**config.mk**
```make
export PLATFORM = sky130hd
export DESIGN_NAME = spq_datapath
export DESIGN_NICKNAME = d
export VERILOG_FILES = /design/src/hw/rtl/spq_pkg.sv /design/src/hw/rtl/spq_datapath.sv
export SDC_FILE = /design/constraint.sdc
export NUM_CORES = 1
export LEC_CHECK = 0
export BUFFER_PORTS_ARGS = -buffer_cell sky130_fd_sc_hd__buf_2
export CAP_MARGIN = 0
export CORE_ASPECT_RATIO = 1.75
export CORE_MARGIN = 1
export CORE_UTILIZATION = 45
export DETAILED_ROUTE_END_ITERATION = 6
export GPL_ROUTABILITY_DRIVEN = 0
export HOLD_SLACK_MARGIN = 0.03
export PLACE_DENSITY = 0.65
export SLEW_MARGIN = 15
export SYNTH_ARGS = -nofsm -noshare
export SYNTH_HDL_FRONTEND = slang
export SYNTH_SLANG_ARGS = --single-unit
```
**constraint.sdc**
```tcl
create_clock -name clk -period 4.7 [get_ports clk]
set_input_delay 0.94 -clock clk [delete_from_list [all_inputs] [get_ports clk]]
set_output_delay 0.94 -clock clk [all_outputs]
set_load 0.02 [all_outputs]
```
**src/hw/rtl/spq_pkg.sv**
```systemverilog
// Shared types and constants of the sorted-array priority queue unit.
// No dependencies; imported by every other file but the assertion header.
package spq_pkg;

  // Queue geometry
  localparam int DEPTH  = 8;
  localparam int CNT_W  = $clog2(DEPTH + 1);
  localparam int PRIO_W = 16;
  localparam int TAG_W  = 16;
  localparam int OCC_W  = 4;
  localparam int STAT_W = 2;

  // Operation codes of an input item
  typedef enum logic {
    OP_ENQ = 1'b0,
    OP_DEQ = 1'b1
  } op_t;

  // Result status codes
  typedef enum logic [STAT_W-1:0] {
    STAT_DONE  = 2'd0,
    STAT_FULL  = 2'd1,
    STAT_EMPTY = 2'd2
  } status_t;

  // Controller states
  typedef enum logic {
    ST_IDLE = 1'b0,
    ST_HOLD = 1'b1
  } state_t;

  // Datapath command codes
  typedef enum logic [2:0] {
    CMD_NONE      = 3'd0,
    CMD_ENQ       = 3'd1,
    CMD_DEQ       = 3'd2,
    CMD_REJ_FULL  = 3'd3,
    CMD_REJ_EMPTY = 3'd4
  } cmd_code_t;

  // Controller to datapath
  typedef struct packed {
    logic      load;
    cmd_code_t code;
  } dp_cmd_t;

  // Datapath to controller
  typedef struct packed {
    logic empty;
    logic full;
  } dp_status_t;

  // One result item
  typedef struct packed {
    status_t           status;
    logic [PRIO_W-1:0] head_priority;
    logic [TAG_W-1:0]  head_tag;
    logic              queue_empty;
    logic              is_full;
    logic [OCC_W-1:0]  occupancy;
  } result_t;

endpackage

```
**src/hw/rtl/spq_datapath.sv**
```systemverilog
// Datapath of the priority queue: sorted shift-register cells with a
// compare per cell, entry counter and result register. Depends on spq_pkg.
module spq_datapath import spq_pkg::*; (
  input  logic              clk,
  input  logic              rst,
  input  dp_cmd_t           cmd,
  input  logic [PRIO_W-1:0] priority_req,
  input  logic [TAG_W-1:0]  task_tag,
  output dp_status_t        stat,
  output result_t           res
);

  logic [PRIO_W-1:0]      prio_cell      [DEPTH];
  logic [TAG_W-1:0]       tag_cell       [DEPTH];
  logic [PRIO_W-1:0]      prio_cell_next [DEPTH];
  logic [TAG_W-1:0]       tag_cell_next  [DEPTH];
  logic [CNT_W-1:0]       count;
  logic [CNT_W-1:0]       count_next;
  logic [DEPTH-1:0]       gt;
  logic [CNT_W+OCC_W-1:0] occ_ext;
  result_t                res_next;

  // Per-cell compare: new priority beats a stored entry
  always_comb begin
    for (int i = 0; i < DEPTH; i++) begin
      gt[i] = (CNT_W'(i) < count) && (priority_req > prio_cell[i]);
    end
  end

  // Cell update: shift down behind the insert point, or shift up on removal
  always_comb begin
    for (int i = 0; i < DEPTH; i++) begin
      prio_cell_next[i] = prio_cell[i];
      tag_cell_next[i]  = tag_cell[i];
    end
    count_next = count;
    case (cmd.code)
      CMD_ENQ: begin
        if (gt[0] || (count == '0)) begin
          prio_cell_next[0] = priority_req;
          tag_cell_next[0]  = task_tag;
        end
        for (int i = 1; i < DEPTH; i++) begin
          if (gt[i-1]) begin
            prio_cell_next[i] = prio_cell[i-1];
            tag_cell_next[i]  = tag_cell[i-1];
          end else if (gt[i] || (CNT_W'(i) == count)) begin
            prio_cell_next[i] = priority_req;
            tag_cell_next[i]  = task_tag;
          end
        end
        count_next = count + 1'b1;
      end
      CMD_DEQ: begin
        for (int i = 0; i < DEPTH - 1; i++) begin
          prio_cell_next[i] = prio_cell[i+1];
          tag_cell_next[i]  = tag_cell[i+1];
        end
        count_next = count - 1'b1;
      end
      default: ;
    endcase
  end

  // Status toward the controller
  assign stat.full  = (count == CNT_W'(DEPTH));
  assign stat.empty = (count == '0);

  // Result item, from the state after the step
  assign occ_ext = {{OCC_W{1'b0}}, count_next};
  always_comb begin
    case (cmd.code)
      CMD_REJ_FULL:  res_next.status = STAT_FULL;
      CMD_REJ_EMPTY: res_next.status = STAT_EMPTY;
      default:       res_next.status = STAT_DONE;
    endcase
    res_next.queue_empty   = (count_next == '0);
    res_next.is_full       = (count_next == CNT_W'(DEPTH));
    res_next.occupancy     = occ_ext[OCC_W-1:0];
    res_next.head_priority = res_next.queue_empty ? '0 : prio_cell_next[0];
    res_next.head_tag      = res_next.queue_empty ? '0 : tag_cell_next[0];
  end

  // Entry counter
  always_ff @(posedge clk) begin
    if (rst) begin
      count <= '0;
    end else if (cmd.load) begin
      count <= count_next;
    end
  end

  // Cells and result register
  always_ff @(posedge clk) begin
    if (cmd.load) begin
      for (int i = 0; i < DEPTH; i++) begin
        prio_cell[i] <= prio_cell_next[i];
        tag_cell[i]  <= tag_cell_next[i];
      end
      res <= res_next;
    end
  end

endmodule

```
-- After elaboration in Yosys (flattened, before gate mapping)
Memory sizes are Yosys's and may differ from the RTL's.
Cells that the tools add are included.
- word-level logic and storage cells: 96
- memories: 2
- bits of input ports: 38
- flip-flop bits (word level): 44
- memory bits (writable): 256
- order comparisons: 16
- add/subtract/negate cells: 2
- reduce and logical (&&, ||, !) cells: 18
- multiplexer cells: 38
- equal/unequal tests: 13
- memory list (memory ; words ; width ; read ports ; clocked after Yosys merged registers in ; write ports ; RTL line ; text):
    prio_cell ; 8 ; 16 ; 8 ; 0 ; 8 ; spq_datapath.sv:13 ; logic [PRIO_W-1:0] prio_cell [DEPTH];
    tag_cell ; 8 ; 16 ; 8 ; 0 ; 8 ; spq_datapath.sv:14 ; logic [TAG_W-1:0] tag_cell [DEPTH];
- operator list (kind ; number):
    $mux 16 ; 32
    $pmux 112 s2 ; 2
    $gt 16x16->1 ; 8
    $eq 3x4->1 const A ; 4
    $lt 3x4->1 const A ; 4
    $eq 2x4->1 const A ; 2
    $eq 4x4->1 const B ; 2
    $logic_and 1x1->1 ; 8
    $logic_not 4->1 ; 2
    $logic_or 1x1->1 ; 8
    $lt 1x4->1 const A ; 2
    $lt 2x4->1 const A ; 2
    $pmux 4 s2 ; 1
    $eq 3x2->1 const B ; 2
    $add 4x1->4 const B ; 1
    $eq 1x4->1 const A ; 1
    $pmux 2 s2 ; 1
    $sub 4x1->4 const B ; 1
    $eq 3x1->1 const B ; 1
    $eq 3x3->1 const B ; 1
    $mux 1 ; 2

-- Longest topological paths before layout
An unclocked memory read counts as a cell.
- word-level depth: 7
- depth in mapped cells: 10
- gate-level depth less buffers: 8

-- Least setup slack after synthesis
Ideal clock, no wire load.
- kind: in2reg
- start point: input priority_req[13]
- end point: memory prio_cell[2][0] (netlist: prio_cell[0][32]), enable pin
- setup slack: -173 ps
- setup time: 441 ps
- stages on the path: 9
- arrival time: 4432 ps
- data required time: 4259 ps
- cells stage by stage: ha_1 -> nand4_1 -> or4_1 -> a21oi_1 -> nor3_1 -> or2_1 -> buf_2 -> buf_2 -> a31oi_1
- RTL lines (element ; RTL line ; text):
    start, declared ; spq_datapath.sv:7 ; input logic [PRIO_W-1:0] priority_req,
    end, declared ; spq_datapath.sv:13 ;

==> impl_table.tex <==
\begin{tabular}{lr}
\hline
Metric & Value \\
\hline
\multicolumn{2}{l}{\textbf{Logic synthesis}} \\
Most frequent cell after synthesis & edfxtp\_1 \\
Yosys reg bits & 300 \\
Synth async-reset ratio & 0 \\
Syn avg cell area & 10.86 um2 \\
Nets in the synthesized netlist & 1,868 \\
Total standard cell area after synthesis & 0.01844 mm2 \\
Largest area contributor in the netlist & edfxtp\_1 \\
Primary FF master, synth & edfxtp\_1 \\
Top cell types by occurrence after synthesis & edfxtp\_1, nand2\_1, a221o\_1 \\
Post-synth EDFFs & 296 \\
Count of yosys warnings during synthesis & 0 \\
Area contributors post-synth & edfxtp\_1, ha\_1, a221o\_1, mux2\_2, mux2i\_1 \\
Share of the yosys chip area belonging to registers & 0.4864 \\
Synth unique cells & 61 \\
Top-area cell type share of the netlist area & 0.4821 \\
Number of cells produced by synthesis & 1,698 \\
\multicolumn{2}{l}{\textbf{Final layout}} \\
Layout overhead on the synthesized area & 10.94\% \\
Final core occ & 0.5092 \\
Seq. cell area & 0.008969 mm2 \\
Fraction of final layout cells with drive strength greater than 1 & 0.1484 \\
Diode insertion count for antenna repair & 0 \\
Footprint of the multi-input gates & 0.008544 mm2 \\
Filler cell count & 3,601 \\
Layout net count & 1,884 \\
\multicolumn{2}{l}{\textbf{Setup path}} \\
Length in cells of the worst reg-to-reg path & 9 \\
Buffers plus inverters on the worst setup path & 3 \\
Worst Setup Start Kind & flop \\
Cell repeated most along the worst path & inv\_1 \\
Largest stage delay, worst path & 0.89 ns \\
Type of the worst setup path & flop to primary output \\
Crit path max-delay cell type & nor3\_1 \\
Startpoint of the most critical register-to-register path & prio\_cell[0][46] \\
Maximum net fanout on the critical path & 9 \\
Worst Path Arrival & 2.71 ns \\
Largest delay share family, worst path & simple AND/OR/NAND/NOR gates \\
Chain of cells forming the critical path & inv\_1 -> ha\_1 -> inv\_1 -> nor3\_1 -> buf\_2 \\
Critical path origin & count[0] \\
Number of cells on the critical path & 5 \\
Data required time at the worst endpoint & 3.76 ns \\
Critical Path Sink & stat[1] \\
Register-to-Register Setup Slack & 1.32 ns \\
Terminus of the critical flop-to-flop path & prio\_cell[0][54] \\
Kind of end point of the critical path & primary output \\
\multicolumn{2}{l}{\textbf{Drt}} \\
Count of TritonRoute iterations in the first routing pass & 6 \\
Vias after detailed routing & 14,610 \\
Routed wire length & 57.89 mm \\
DRC Markers & 0 \\
Detailed-route wire length per cell & 25.36 um \\
Routed Antenna Nets & 0 \\
Drt initial violations & 1,221 \\
Via density per instance & 6.401 \\
\multicolumn{2}{l}{\textbf{Placed design}} \\
Worst setup slack before clock tree synthesis & 0.6245 ns \\
Dpl hpwl & 39.73 mm \\
I/O Buffers & 79 \\
\multicolumn{2}{l}{\textbf{Clock network}} \\
Post-CTS sizing & 0 \\
Clk Tree Root Cell & clkbuf\_16 \\
H-Tree Depth & 1 \\
Reg clk slew, reported paths & 0.06 ns \\
Clk\_lat worst skew & 0.58 ns \\
Deepest clock path buffer count & 3 \\
Number of clock sinks & 300 \\
Cts bufs inserted & 31 \\
Post-CTS repair timing setup buffer count & 0 \\
TritonCTS clock tree & yes \\
CTS Hold Buffers Added & 0 \\
\multicolumn{2}{l}{\textbf{Floorplan}} \\
Core Box Area & 0.04017 mm2 \\
Area of the die & 0.04182 mm2 \\
Horizontal die dimension & 155.0 um \\
Site row count & 97 \\
Initial core utilization & 0.4590 \\
DIE HEIGHT & 269.8 um \\
I/O pin cnt & 80 \\
\multicolumn{2}{l}{\textbf{Global routing}} \\
Most crowded layer after global routing & met2 \\
GR Util met1 & 0.3195 \\
Wire length of the first global-routing pass & 88.18 mm \\
Global Route met2 Usage & 0.4917 \\
Antenna violations before repair & 3 \\
GRT Total Usage & 0.2772 \\
Total congestion overflow after global routing & 0 \\
Met3 track demand over resource & 0.02664 \\
Maximum number of pins on one net before global-route repair & 85 \\
Number of global-route vias before repair & 14,980 \\
\multicolumn{2}{l}{\textbf{Timing}} \\
Worst rel slew slack & 0.2223 \\
Final setup violating endpoints & 0 \\
Hold violation count in the final report & 0 \\
Fin crit period & 3.649 ns \\
FMAX & 274.1 MHz \\
Portion of the clock cycle consumed by the worst path in the final layout & 0.7763 \\
Least-Margin Pin Slew & 1.158 ns \\
Worst clock skew & 0.01586 ns \\
Min setup slack post-route & 1.051 ns \\
Setup repair after global routing missed its margin & false \\
Number of pins exceeding their max-slew limit in the final report & 0 \\
\multicolumn{2}{l}{\textbf{Outcome}} \\
Result of the run & finished clean \\
\multicolumn{2}{l}{\textbf{Worst hold path}} \\
Path class of the lowest-slack min-delay path & flop to flop \\
\multicolumn{2}{l}{\textbf{Power}} \\
Lkg Pwr & 7.739 nW \\
Pwr dens & 332.6 mW/mm2 \\
Worst vdd ir & 0.2897 mV \\
\multicolumn{2}{l}{\textbf{Run}} \\
Max cap viols & 0 \\
\hline
\end{tabular}
==> stage by stage <==
step	std cells	cell area (um2)	TNS [ns]	hold slack [ns]	total power (W)
global placement	2225	19470	0	0.5290	0.004347
detailed placement	2225	19470	0	0.5411	0.004375
global route	2283	20460	0	0.5745	0.007024
CTS	2283	20460	0	0.5535	0.006828
finish	2283	20460	0	0.5616	0.006803
floorplan	1698	18450	-0.1951	0.5218	0.003935
==> routing by layer <==
metal / up-vias / part of all wire
met5: - / 0.00066
met1: 7259 / 0.37
met3: 159 / 0.055
met4: 6 / 0.063
li1: 6585 / -
met2: 605 / 0.51
==> cells by family (layout without fill, tap and decap cells) <==
kind of cell / Yosys count / count (layout) / synth area share
AOI/OAI and AO/OA: 421 / 421 / 0.1735
xor gates and xnor gates: 4 / 4 / 0.001900
adders and majority gates: 132 / 132 / 0.08957
buffers and inverters: 279 / 320 / 0.06080
DFF: 300 / 300 / 0.4864
muxes: 124 / 124 / 0.07132
and+or+nand+nor: 438 / 438 / 0.1165
==> final cells by class <==
cell class	instances	share of cell area
clock inverters	26	0.01021
multi-input cells	1119	0.4177
clock buffers	32	0.03811
flip-flops and latches	300	0.4384
inverters	136	0.02496
well taps	544	0.03327
repair buffers	126	0.03731
==> worst min-delay path by stage <==
stage                               start              end  slack, ns  depth (start not counted)
after floorplan           tag_cell[0][32]  tag_cell[0][16]       0.52                          2
after global placement    tag_cell[1][50]  tag_cell[1][34]       0.53                          1
after detailed placement  tag_cell[1][49]  tag_cell[1][33]       0.54                          1
after CTS                 tag_cell[1][49]  tag_cell[1][33]       0.55                          1
after global routing      tag_cell[1][51]  tag_cell[1][35]       0.57                          1
final                     tag_cell[1][49]  tag_cell[1][33]       0.56                          1
==> flip-flops by register name, indices dropped and copies added, names as in the netlist <==
register	cells
prio_cell	128
res	40
tag_cell	128
count	4
==> placed cells by master (no fill, tap or decap), drive strengths merged, types with 3 or more instances in the layout <==
cell      n
a21o     13
a21oi    58
a221o   148
a22oi    33
a31oi     6
and2     36
and3     20
buf     126
bufinv    3
clkbuf   32
clkinv   20
dfxtp     4
edfxtp  296
ha      132
inv     137
mux2     59
mux2i    65
nand2   166
nand2b    4
nand3    22
nand4    23
nor2     44
nor2b     7
nor3     65
nor3b     4
nor4     33
o211ai   11
o21a      7
o21ai    77
o22ai    34
o311ai   15
o31ai     3
or2       3
or4       4
xnor2     4
==> power breakdown <==
group / switching, W / internal, W
combinational: 0.000737 / 0.000389
clock: 0.00110 / 0.00137
sequential: 0.0000979 / 0.00311
Power figures use the tool's default switching activity.
