==> config.mk <==
export PLATFORM = sky130hd
export DESIGN_NAME = spq_ctrl
export DESIGN_NICKNAME = d
export VERILOG_FILES = /design/src/hw/rtl/spq_pkg.sv /design/src/hw/rtl/spq_ctrl.sv
export SDC_FILE = /design/constraint.sdc
export NUM_CORES = 1
export LEC_CHECK = 0
export BUFFER_PORTS_ARGS = -buffer_cell sky130_fd_sc_hd__buf_2
export CAP_MARGIN = 20
export CORE_AREA = 2 2 39 41
export CTS_BUF_LIST = sky130_fd_sc_hd__clkbuf_2 sky130_fd_sc_hd__clkbuf_4 sky130_fd_sc_hd__clkbuf_8
export DETAILED_ROUTE_END_ITERATION = 16
export DIE_AREA = 0 0 41 43
export SYNTH_ARGS = -nofsm -noshare
export SYNTH_HDL_FRONTEND = slang
export SYNTH_SLANG_ARGS = --single-unit
==> constraint.sdc <==
create_clock -name clk -period 0.88 [get_ports clk]
set_input_delay 0.176 -clock clk [delete_from_list [all_inputs] [get_ports clk]]
set_output_delay 0.176 -clock clk [all_outputs]
set_load 0.01 [all_outputs]
==> src/hw/rtl/spq_pkg.sv <==
// Shared types and constants of the sorted-array priority queue unit.
// No dependencies; imported by every other file but the assertion header.
package spq_pkg;

  // Queue geometry
  localparam int DEPTH  = 8;
  localparam int CNT_W  = $clog2(DEPTH + 1);
  localparam int PRIO_W = 16;
  localparam int TAG_W  = 16;
  localparam int OCC_W  = 4;
  localparam int STAT_W = 2;

  // Operation codes of an input item
  typedef enum logic {
    OP_ENQ = 1'b0,
    OP_DEQ = 1'b1
  } op_t;

  // Result status codes
  typedef enum logic [STAT_W-1:0] {
    STAT_DONE  = 2'd0,
    STAT_FULL  = 2'd1,
    STAT_EMPTY = 2'd2
  } status_t;

  // Controller states
  typedef enum logic {
    ST_IDLE = 1'b0,
    ST_HOLD = 1'b1
  } state_t;

  // Datapath command codes
  typedef enum logic [2:0] {
    CMD_NONE      = 3'd0,
    CMD_ENQ       = 3'd1,
    CMD_DEQ       = 3'd2,
    CMD_REJ_FULL  = 3'd3,
    CMD_REJ_EMPTY = 3'd4
  } cmd_code_t;

  // Controller to datapath
  typedef struct packed {
    logic      load;
    cmd_code_t code;
  } dp_cmd_t;

  // Datapath to controller
  typedef struct packed {
    logic empty;
    logic full;
  } dp_status_t;

  // One result item
  typedef struct packed {
    status_t           status;
    logic [PRIO_W-1:0] head_priority;
    logic [TAG_W-1:0]  head_tag;
    logic              queue_empty;
    logic              is_full;
    logic [OCC_W-1:0]  occupancy;
  } result_t;

endpackage

==> src/hw/rtl/spq_ctrl.sv <==
// Controller of the priority queue: handshake state and command decode.
// Depends on spq_pkg.
module spq_ctrl import spq_pkg::*; (
  input  logic       clk,
  input  logic       rst,
  input  logic       req_valid,
  input  logic       req_operation,
  output logic       req_ready,
  output logic       rsp_valid,
  input  logic       rsp_ready,
  input  dp_status_t stat,
  output dp_cmd_t    cmd
);

  state_t state;
  state_t state_next;
  logic   accept;

  // State register
  always_ff @(posedge clk) begin
    if (rst) begin
      state <= ST_IDLE;
    end else begin
      state <= state_next;
    end
  end

  // Next state, handshake and command
  always_comb begin
    req_ready  = (state == ST_IDLE) || rsp_ready;
    rsp_valid  = (state == ST_HOLD);
    accept     = req_valid && req_ready;
    state_next = state;
    cmd.load   = accept;
    cmd.code   = CMD_NONE;
    if (accept) begin
      if (req_operation == OP_ENQ) begin
        cmd.code = stat.full ? CMD_REJ_FULL : CMD_ENQ;
      end else begin
        cmd.code = stat.empty ? CMD_REJ_EMPTY : CMD_DEQ;
      end
    end
    case (state)
      ST_IDLE: begin
        if (accept) state_next = ST_HOLD;
      end
      ST_HOLD: begin
        if (rsp_ready && !accept) state_next = ST_IDLE;
      end
      default: state_next = ST_IDLE;
    endcase
  end

endmodule

== Word level (Yosys, flattened, before mapping) ==
Cells that the tools add are included.

* Flip-flop bits (word level): 1

* Muxes and demuxes: 7
* Bitwise logic cells: 1
* Reduce and logical (&&, ||, !) cells: 4

{| class="wikitable"
|+ Operator list
! cell !! count
|-
| 2-to-1 mux 3 bit || 3
|-
| logical AND 1 bit || 2
|-
| 2-to-1 mux 1 bit || 2
|-
| 2-to-1 mux 2 bit || 1
|-
| one-hot mux 1 bit (2 select lines) || 1
|-
| zero test 1 bit || 1
|-
| logical OR 1 bit || 1
|-
| inverter 1 bit || 1
|}

== Logic depth before layout (Yosys ltp) ==
Gate-level depths: netlist of the first run.

* Depth in word-level cells: 7
* Gate-level depth with buffers: 3

== Worst setup path before layout of the first run ==
Ideal clock, no wire load.

* Path type: flip-flop to output port
* From: register state, in the netlist rsp_valid
* To: output cmd[1] (netlist bit)
* Arrival time: 0.771 ns
* Data required time: 0.704 ns
* Setup slack: -0.067 ns
* Stages on the path, launching flop included: 4
* Cell sequence: dfxtp_1 > nor2b_4 > inv_2 > o2111a_1

{| class="wikitable"
|+ RTL lines
! what !! line !! RTL
|-
| start, declared || spq_ctrl.sv:15 || <nowiki>state_t state;</nowiki>
|-
| start signal, assigned || spq_ctrl.sv:24 || <nowiki>state <= state_next;</nowiki>
|-
| end, declared || spq_ctrl.sv:12 || <nowiki>output dp_cmd_t cmd</nowiki>
|}

==> results of run 1 <==
timing repair:
action / in CTS / in global routing
pin swaps: 0 / 1
buffers inserted: 0 / 1
setup endpoints to repair: 2 / 5
metrics by stage:
step	hold slack, ns	power [uW]	setup WS [ns]	utilization [%]
2_1_floorplan	0.2311	85.29	-0.04476	-
3_3_place_gp	0.3329	120.2	-0.06609	12.66
3_5_place_dp	0.3346	120.3	-0.07363	12.66
4_1_cts	0.3351	120.6	-0.07808	12.66
5_1_grt	0.3423	133.7	-0.1332	13.20
6_report	0.3320	122.4	-0.05864	13.20
cell type report:
type	count	area [um2]
Multi-Input combinational cell	7	51.30
Timing Repair Buffer	15	82.58
Inverter	2	7.507
Fill cell	157	1201
Tap cell	16	20.02
Sequential cell	1	21.27
power by group:
group          leakage (uW)  internal [uW]  switching (uW)
combinational     0.0000867           38.5            33.0
clock                     0              0               0
sequential       0.00000859           49.9            1.05
worst paths after layout:
kind         slack (ns)                 start  cells after the start                    to
min reg2reg        0.73  rsp_valid$_SDFF_PP0_                      5  rsp_valid$_SDFF_PP0_
max               -0.06  rsp_valid$_SDFF_PP0_                      4                cmd[1]
max reg2reg       -0.04  rsp_valid$_SDFF_PP0_                      5  rsp_valid$_SDFF_PP0_
min                0.33                   rst                      2  rsp_valid$_SDFF_PP0_
layer usage:
metal | GRT usage, % | wire length, um | up-vias
li1 | - | - | 64
met4 | 0 | 0 | 0
met1 | 1.899 | 84 | 52
met2 | 6.250 | 96 | 13
met5 | 0 | 0 | -
met3 | 0.5236 | 79 | 0
critical path, delay by kind of cell, from the launching register on:
kind	cells	cell delay, ns
flops	1	0.29
buf+inv	2	0.18
compound gates	1	0.16
simple gates	1	0.13
cells by family (layout without fill, tap and decap cells):
kind of cell | count (synthesis) | after routing | synth area share [%]
DFF | 1 | 1 | 23.19
and+or+nand+nor | 5 | 5 | 36.22
buffers and inverters | 3 | 17 | 17.39
AOI/OAI and AO/OA | 2 | 2 | 23.19
cell usage in the layout (no fill, tap or decap):
master | synthesis | layout
buf_2 | 0 | 12
nor2b_4 | 1 | 1
nor2_1 | 1 | 1
inv_2 | 1 | 1
o2111a_1 | 1 | 1
buf_4 | 1 | 3
nand2_1 | 1 | 1
nor3_1 | 2 | 2
inv_1 | 1 | 1
dfxtp_2 | 0 | 1
a21oi_2 | 1 | 1
==> impl_metrics.yaml, run 1 <==
synth:
  synth_edf_count: 0
  syn-num-nets: 18
  synth_area_leaders: "dfxtp_1 23%, nor2b_4 16%, o2111a_1 13%"
  synth_warnings: 0
  synth_seq_cells: 1
  syn_avg_cell_area_um2: 7.848
  yosysTopAreaCell: "dfxtp_1"
  synth_cell_types: 10
  yosysMostFrequentCell: "nor3_1"
  netlist_instances: 11
  ys_seq_area_share_pct: 23.19
  synth_area_um2: 86.33
  synth_top_area_share_pct: 23.19
  synth_flop_cell: "dfxtp_1"
  async_flop_share_pct: 0
drt:
  postRouteWirelength_um: 260
  first_pass_iters: 1
  drt-vias-per-instance: 3.146
  vias: 129
  drc_errors: 0
  ant_nets: 0
  wl_per_cell_um: 6.341
  drt-initial-drc-count: 0
layout:
  drive_gt1_share_pct: 76.00
  diodes: 0
  final_net_count: 34
  fin_cells: 41
  largest_reg_flops: 1
  area_growth_pct: 111.6
  final_area_um2: 182.7
power:
  vdd_drop_max_mv: 0.1194
  p_leak_uw: 0.00009525
  powerDensity_mw_per_mm2: 670.0
sta:
  period_share_pct: 106.7
  setup_slack_ns: -0.05864
  setup_viol: 3
  slew_violations: 0
  skew_ns: 0
  slew-limit-headroom_pct: 90.61
  period_minus_slack_ns: 0.9386
  rsz0062_at_grt: "yes"
  setup_tns_ns: -0.1198
  finalHoldViolCount: 0
  clock.fmax_ghz: 1.065
  max_slew.worst_pin.slew_ns: 0.1397
global_route:
  antenna_found_initial: 0
  gr-usage-all-layers_pct: 2.697
  grt_max_degree: 5
  grt_pass1_wl_um: 358
  first_global_vias: 116
  gr-total-overflow: 0
worst_setup_path:
  cpPeakStageDelay_ns: 0.29
  crit_arrival_ns: 0.76
  cp_slowest_cell: "dfxtp_2"
  end_kind: "output port"
  cp.required_ns: 0.70
  path_cells: "nor2b_4 > inv_2 > o2111a_1 > buf_2"
  start_kind: "flop"
  crit_type: "flop to output port"
  crit_fanout: 4
place:
  portBuffers: 12
  hpwlAfterDp_um: 238.7
  place_area_um2: 175.2
  gp_congestion: 0.4597
  dp_cells: 40
min_path:
  hp-class: "input port to flop"
cts:
  cts_resized: 0
  cts_hold_repair.buffers: 0
  clkSlewWorstSetupHoldPaths_ns: 0
  clock_latency_ns: 0
die:
  row_count: 14
  die_w_um: 41
  die_h_um: 43
  dieArea_mm2: 0.001763
  core_mm2: 0.001384
  ios: 13
  start_util_pct: 6.239
status:
  violations: "negative setup slack"
  status: "complete, but fails checks"
flow_run:
  max-cap-violations: 0
Note: power is estimated with default switching activity, not from simulation.
==> run 2, diff against run 1 <==
--- a/config.mk
+++ b/config.mk
@@ -7,10 +7,10 @@
 export LEC_CHECK = 0
 export BUFFER_PORTS_ARGS = -buffer_cell sky130_fd_sc_hd__buf_2
 export CAP_MARGIN = 20
-export CORE_AREA = 2 2 39 41
+export CORE_AREA = 4 4 41 43
 export CTS_BUF_LIST = sky130_fd_sc_hd__clkbuf_2 sky130_fd_sc_hd__clkbuf_4 sky130_fd_sc_hd__clkbuf_8
 export DETAILED_ROUTE_END_ITERATION = 16
-export DIE_AREA = 0 0 41 43
+export DIE_AREA = 0 0 45 47
 export SYNTH_ARGS = -nofsm -noshare
 export SYNTH_HDL_FRONTEND = slang
 export SYNTH_SLANG_ARGS = --single-unit
==> impl_metrics.yaml, run 2 (same netlist as run 1, synthesis figures left out) <==
status:
  status: "complete, but fails checks"
  violations: "negative setup slack"
drt:
  wl_per_cell_um: 7.763
  ant_nets: 0
  drc_errors: 0
  drt-initial-drc-count: 0
  vias: 112
  first_pass_iters: 1
  drt-vias-per-instance: 2.947
  postRouteWirelength_um: 295
power:
  power_uw: 116.7
  clkPwrFrac_pct: 0
  vdd_drop_max_mv: 0.2300
  internal_power_uw: 83.18
  powerDensity_mw_per_mm2: 701.5
  switchingPower_uw: 33.56
  pwr-share-comb_pct: 56.3
  swShare_pct: 28.75
  p_seq_share_pct: 43.7
  p_leak_uw: 0.00008611
cts:
  cts_hold_repair.buffers: 0
  cts_resized: 0
  clock_latency_ns: 0
  clkSlewWorstSetupHoldPaths_ns: 0
  postCtsSetupBuffers: 0
sta:
  slew-limit-headroom_pct: 90.91
  clock.fmax_ghz: 1.053
  skew_ns: 0
  max_slew.worst_pin.slew_ns: 0.1352
  finalHoldViolCount: 0
  period_share_pct: 107.9
  setup_slack_ns: -0.06966
  setup_viol: 2
  slew_violations: 0
  period_minus_slack_ns: 0.9497
  rsz0062_at_grt: "yes"
min_path:
  whs_endpoint: "rsp_valid$_SDFF_PP0_"
  hold_start: "rst"
  hold_depth: 2
  hp-class: "input port to flop"
worst_setup_path:
  worstRegToRegCells: 4
  crit_arrival_ns: 0.77
  crit_type: "flop to output port"
  crit_fanout: 4
  r2r_start: "rsp_valid$_SDFF_PP0_"
  start_kind: "flop"
  rrSetupSlack_ns: 0.05
  cp.required_ns: 0.70
  r2r_end: "rsp_valid$_SDFF_PP0_"
  end_kind: "output port"
global_route:
  gr-total-overflow: 0
  grt_pass1_wl_um: 448
  gr-usage-all-layers_pct: 2.677
  first_global_vias: 109
  grt_max_degree: 5
  antenna_found_initial: 0
place:
  hpwlAfterDp_um: 267.1
  gp_congestion: 0.6124
  pre_cts_slack_ns: -0.07140
  place_area_um2: 166.4
  dp_cells: 38
  portBuffers: 12
layout:
  final_area_um2: 166.4
  diodes: 0
  most-common-layout-cells: "12 x buf_2, 2 x nor3_1"
  final_common_cell: "buf_2"
  drive_gt1_share_pct: 73.91
  largest_reg_flops: 1
  fin_cells: 38
  final_net_count: 32
  area_growth_pct: 92.75
  nFillCells: 155
die:
  die_h_um: 47
  ios: 13
  die_w_um: 45
  core_mm2: 0.001301
  row_count: 13
  dieArea_mm2: 0.002115
  start_util_pct: 6.635
flow_run:
  max-cap-violations: 0
==> run 2: cell count changes in the layout (fill, tap and decap cells not counted), sizes merged <==
| cell | before | now |
|---|---|---|
| buf | 15 | 13 |
==> run 2: power by group through the flow <==
stage / Combinational (uW) / Sequential [uW] / Clock (uW)
2_1_floorplan: 32.5 / 52.8 / 0
3_3_place_gp: 65.9 / 50.9 / 0
3_5_place_dp: 66.1 / 51.1 / 0
4_1_cts: 66.5 / 51.1 / 0
5_1_grt: 72.9 / 51.2 / 0
6_report: 65.7 / 51.0 / 0
==> run 2: per-stage QoR <==
step	TNS, ns	hold slack [ns]	utilization [%]
global placement	-0.07806	0.3351	12.79
finish	-0.08858	0.3307	12.79
detailed placement	-0.08741	0.3349	12.79
global route	-0.2334	0.3436	12.79
CTS	-0.09023	0.3355	12.79
floorplan	-0.09239	0.2311	-
==> run 2: final cells by class <==
cell class	instances	area, um2	share of cell area (%)
repair buffers	13	67.56	40.60
flip-flops and latches	1	21.27	12.78
inverters	2	7.507	4.511
well taps	15	18.77	11.28
multi-input cells	7	51.30	30.83
==> run 2: critical path, stage by stage, from the launching register on <==
cell and delay [ns]:
dfxtp_2 0.30, nor2b_4 0.18, inv_2 0.06, o2111a_1 0.11, buf_2 0.13
==> run 2: layer usage <==
layer,global-route usage [%],vias to the layer above,part of all wire [%]
met1,4.054,40,49
met5,0,-,0
met4,0,0,0
li1,-,61,-
met2,4.237,11,32
met3,0.3831,0,18
==> run 2: worst max-delay path by stage <==
stage,start,cells past startpoint,to,slack (ns)
2_1_floorplan,rsp_valid$_SDFF_PP0_,3,cmd[1],-0.04
3_3_place_gp,rsp_valid$_SDFF_PP0_,4,cmd[1],-0.06
3_5_place_dp,rsp_valid$_SDFF_PP0_,4,cmd[1],-0.07
4_1_cts,rsp_valid$_SDFF_PP0_,4,cmd[1],-0.07
5_1_grt,rsp_valid$_SDFF_PP0_,4,cmd[1],-0.11
6_report,rsp_valid$_SDFF_PP0_,4,cmd[1],-0.07
==> run 3, diff against run 2 <==
--- a/config.mk
+++ b/config.mk
@@ -11,6 +11,7 @@
 export CTS_BUF_LIST = sky130_fd_sc_hd__clkbuf_2 sky130_fd_sc_hd__clkbuf_4 sky130_fd_sc_hd__clkbuf_8
 export DETAILED_ROUTE_END_ITERATION = 16
 export DIE_AREA = 0 0 45 47
+export SETUP_SLACK_MARGIN = 0.05
 export SYNTH_ARGS = -nofsm -noshare
 export SYNTH_HDL_FRONTEND = slang
 export SYNTH_SLANG_ARGS = --single-unit
==> impl_metrics.yaml, run 3 (same netlist as run 1, synthesis figures left out) <==
status:
  status: "complete, but fails checks"
  violations: "negative setup slack"
power:
  switchingPower_uw: 33.35
  pwr-share-comb_pct: 56.0
  swShare_pct: 28.62
  clkPwrFrac_pct: 0
  p_seq_share_pct: 44.0
  vdd_drop_max_mv: 0.2111
  p_leak_uw: 0.00008611
  powerDensity_mw_per_mm2: 700.3
  internal_power_uw: 83.19
drt:
  ant_nets: 0
  postRouteWirelength_um: 285
  wl_per_cell_um: 7.500
  first_pass_iters: 1
  drc_errors: 0
  vias: 120
  drt-initial-drc-count: 0
  drt-vias-per-instance: 3.158
sta:
  rsz0062_at_grt: "yes"
  finalHoldViolCount: 0
  period_minus_slack_ns: 0.9538
  period_share_pct: 108.4
  slew-limit-headroom_pct: 90.19
  setup_slack_ns: -0.07381
  skew_ns: 0
  clock.fmax_ghz: 1.048
  max_slew.worst_pin.slew_ns: 0.1460
  hold_slack_ns: 0.3315
  setup_viol: 3
  slew_violations: 0
global_route:
  grt_max_degree: 5
  gr-total-overflow: 0
  antenna_found_initial: 0
  gr-usage-all-layers_pct: 2.520
  grt_pass1_wl_um: 420
  first_global_vias: 116
cts:
  cts_hold_repair.buffers: 0
  cts_resized: 0
  clkSlewWorstSetupHoldPaths_ns: 0
  clock_latency_ns: 0
min_path:
  hp-class: "input port to flop"
  hold_depth: 2
die:
  core_mm2: 0.001301
  start_util_pct: 6.635
  die_w_um: 45
  ios: 13
  row_count: 13
  die_h_um: 47
  dieArea_mm2: 0.002115
place:
  gp_congestion: 0.5941
  portBuffers: 12
  hpwlAfterDp_um: 266.6
  place_area_um2: 166.4
layout:
  nFillCells: 153
  diodes: 0
  drive_gt1_share_pct: 73.91
  largest_reg_flops: 1
  area_growth_pct: 92.75
  final_area_um2: 166.4
  final_net_count: 32
  most-common-layout-cells: "12 x buf_2, 2 x nor3_1"
  final_common_cell: "buf_2"
  fin_util_pct: 12.79
worst_setup_path:
  end_kind: "output port"
  cp.required_ns: 0.70
  worstRegToRegCells: 4
  crit_type: "flop to output port"
  start_kind: "flop"
  crit_fanout: 4
  crit_arrival_ns: 0.78
flow_run:
  max-cap-violations: 0
==> run 3: power groups by stage <==
stage / clock network (uW) / registers (uW) / logic, uW
floorplan: 0 / 52.8 / 32.5
global placement: 0 / 50.9 / 66.0
detailed placement: 0 / 51.2 / 66.2
CTS: 0 / 51.3 / 66.7
global route: 0 / 51.4 / 72.7
finish: 0 / 51.3 / 65.2
==> run 3: worst max-delay path, cell delays in order (launching register included) <==
cell,delay [ns]
dfxtp_2,0.30
nor2b_4,0.18
inv_2,0.06
o2111a_1,0.11
buf_2,0.13
==> run 3: what timing repair did <==
item                                    4_1_cts  5_1_grt
setup buffers                                 0        0
pin swaps                                     2        1
endpoints found under the setup margin        6        6
==> run 3: metrics by stage <==
stage | TNS, ns | power, uW | setup WS [ns] | instances
2_1_floorplan | -0.09239 | 85.29 | -0.04476 | 11
3_3_place_gp | -0.07815 | 116.9 | -0.06318 | 38
3_5_place_dp | -0.09853 | 117.5 | -0.07672 | 38
4_1_cts | -0.1128 | 117.9 | -0.07919 | 38
5_1_grt | -0.2518 | 124.0 | -0.1140 | 38
6_report | -0.09799 | 116.5 | -0.07381 | 38
==> run 3: routing by layer <==
metal	part of all wire, %	wire, um	vias up	track usage [%]
met5	0	0	-	0
li1	-	-	61	-
met3	16	45	0	0
met2	35	101	11	4.237
met1	48	138	48	3.829
met4	0	0	0	0
==> run 3: path summary, 6_finish.rpt <==
check	from	end	slack (ns)
min reg2reg	rsp_valid$_SDFF_PP0_	rsp_valid$_SDFF_PP0_	0.66
max reg2reg	rsp_valid$_SDFF_PP0_	rsp_valid$_SDFF_PP0_	0.05
min	rst	rsp_valid$_SDFF_PP0_	0.33
max	rsp_valid$_SDFF_PP0_	cmd[1]	-0.07
==> run 3: final cells by class <==
class | count | area, um2 | area share, %
repair buffers | 13 | 67.56 | 40.60
multi-input cells | 7 | 51.30 | 30.83
flip-flops and latches | 1 | 21.27 | 12.78
well taps | 15 | 18.77 | 11.28
inverters | 2 | 7.507 | 4.511
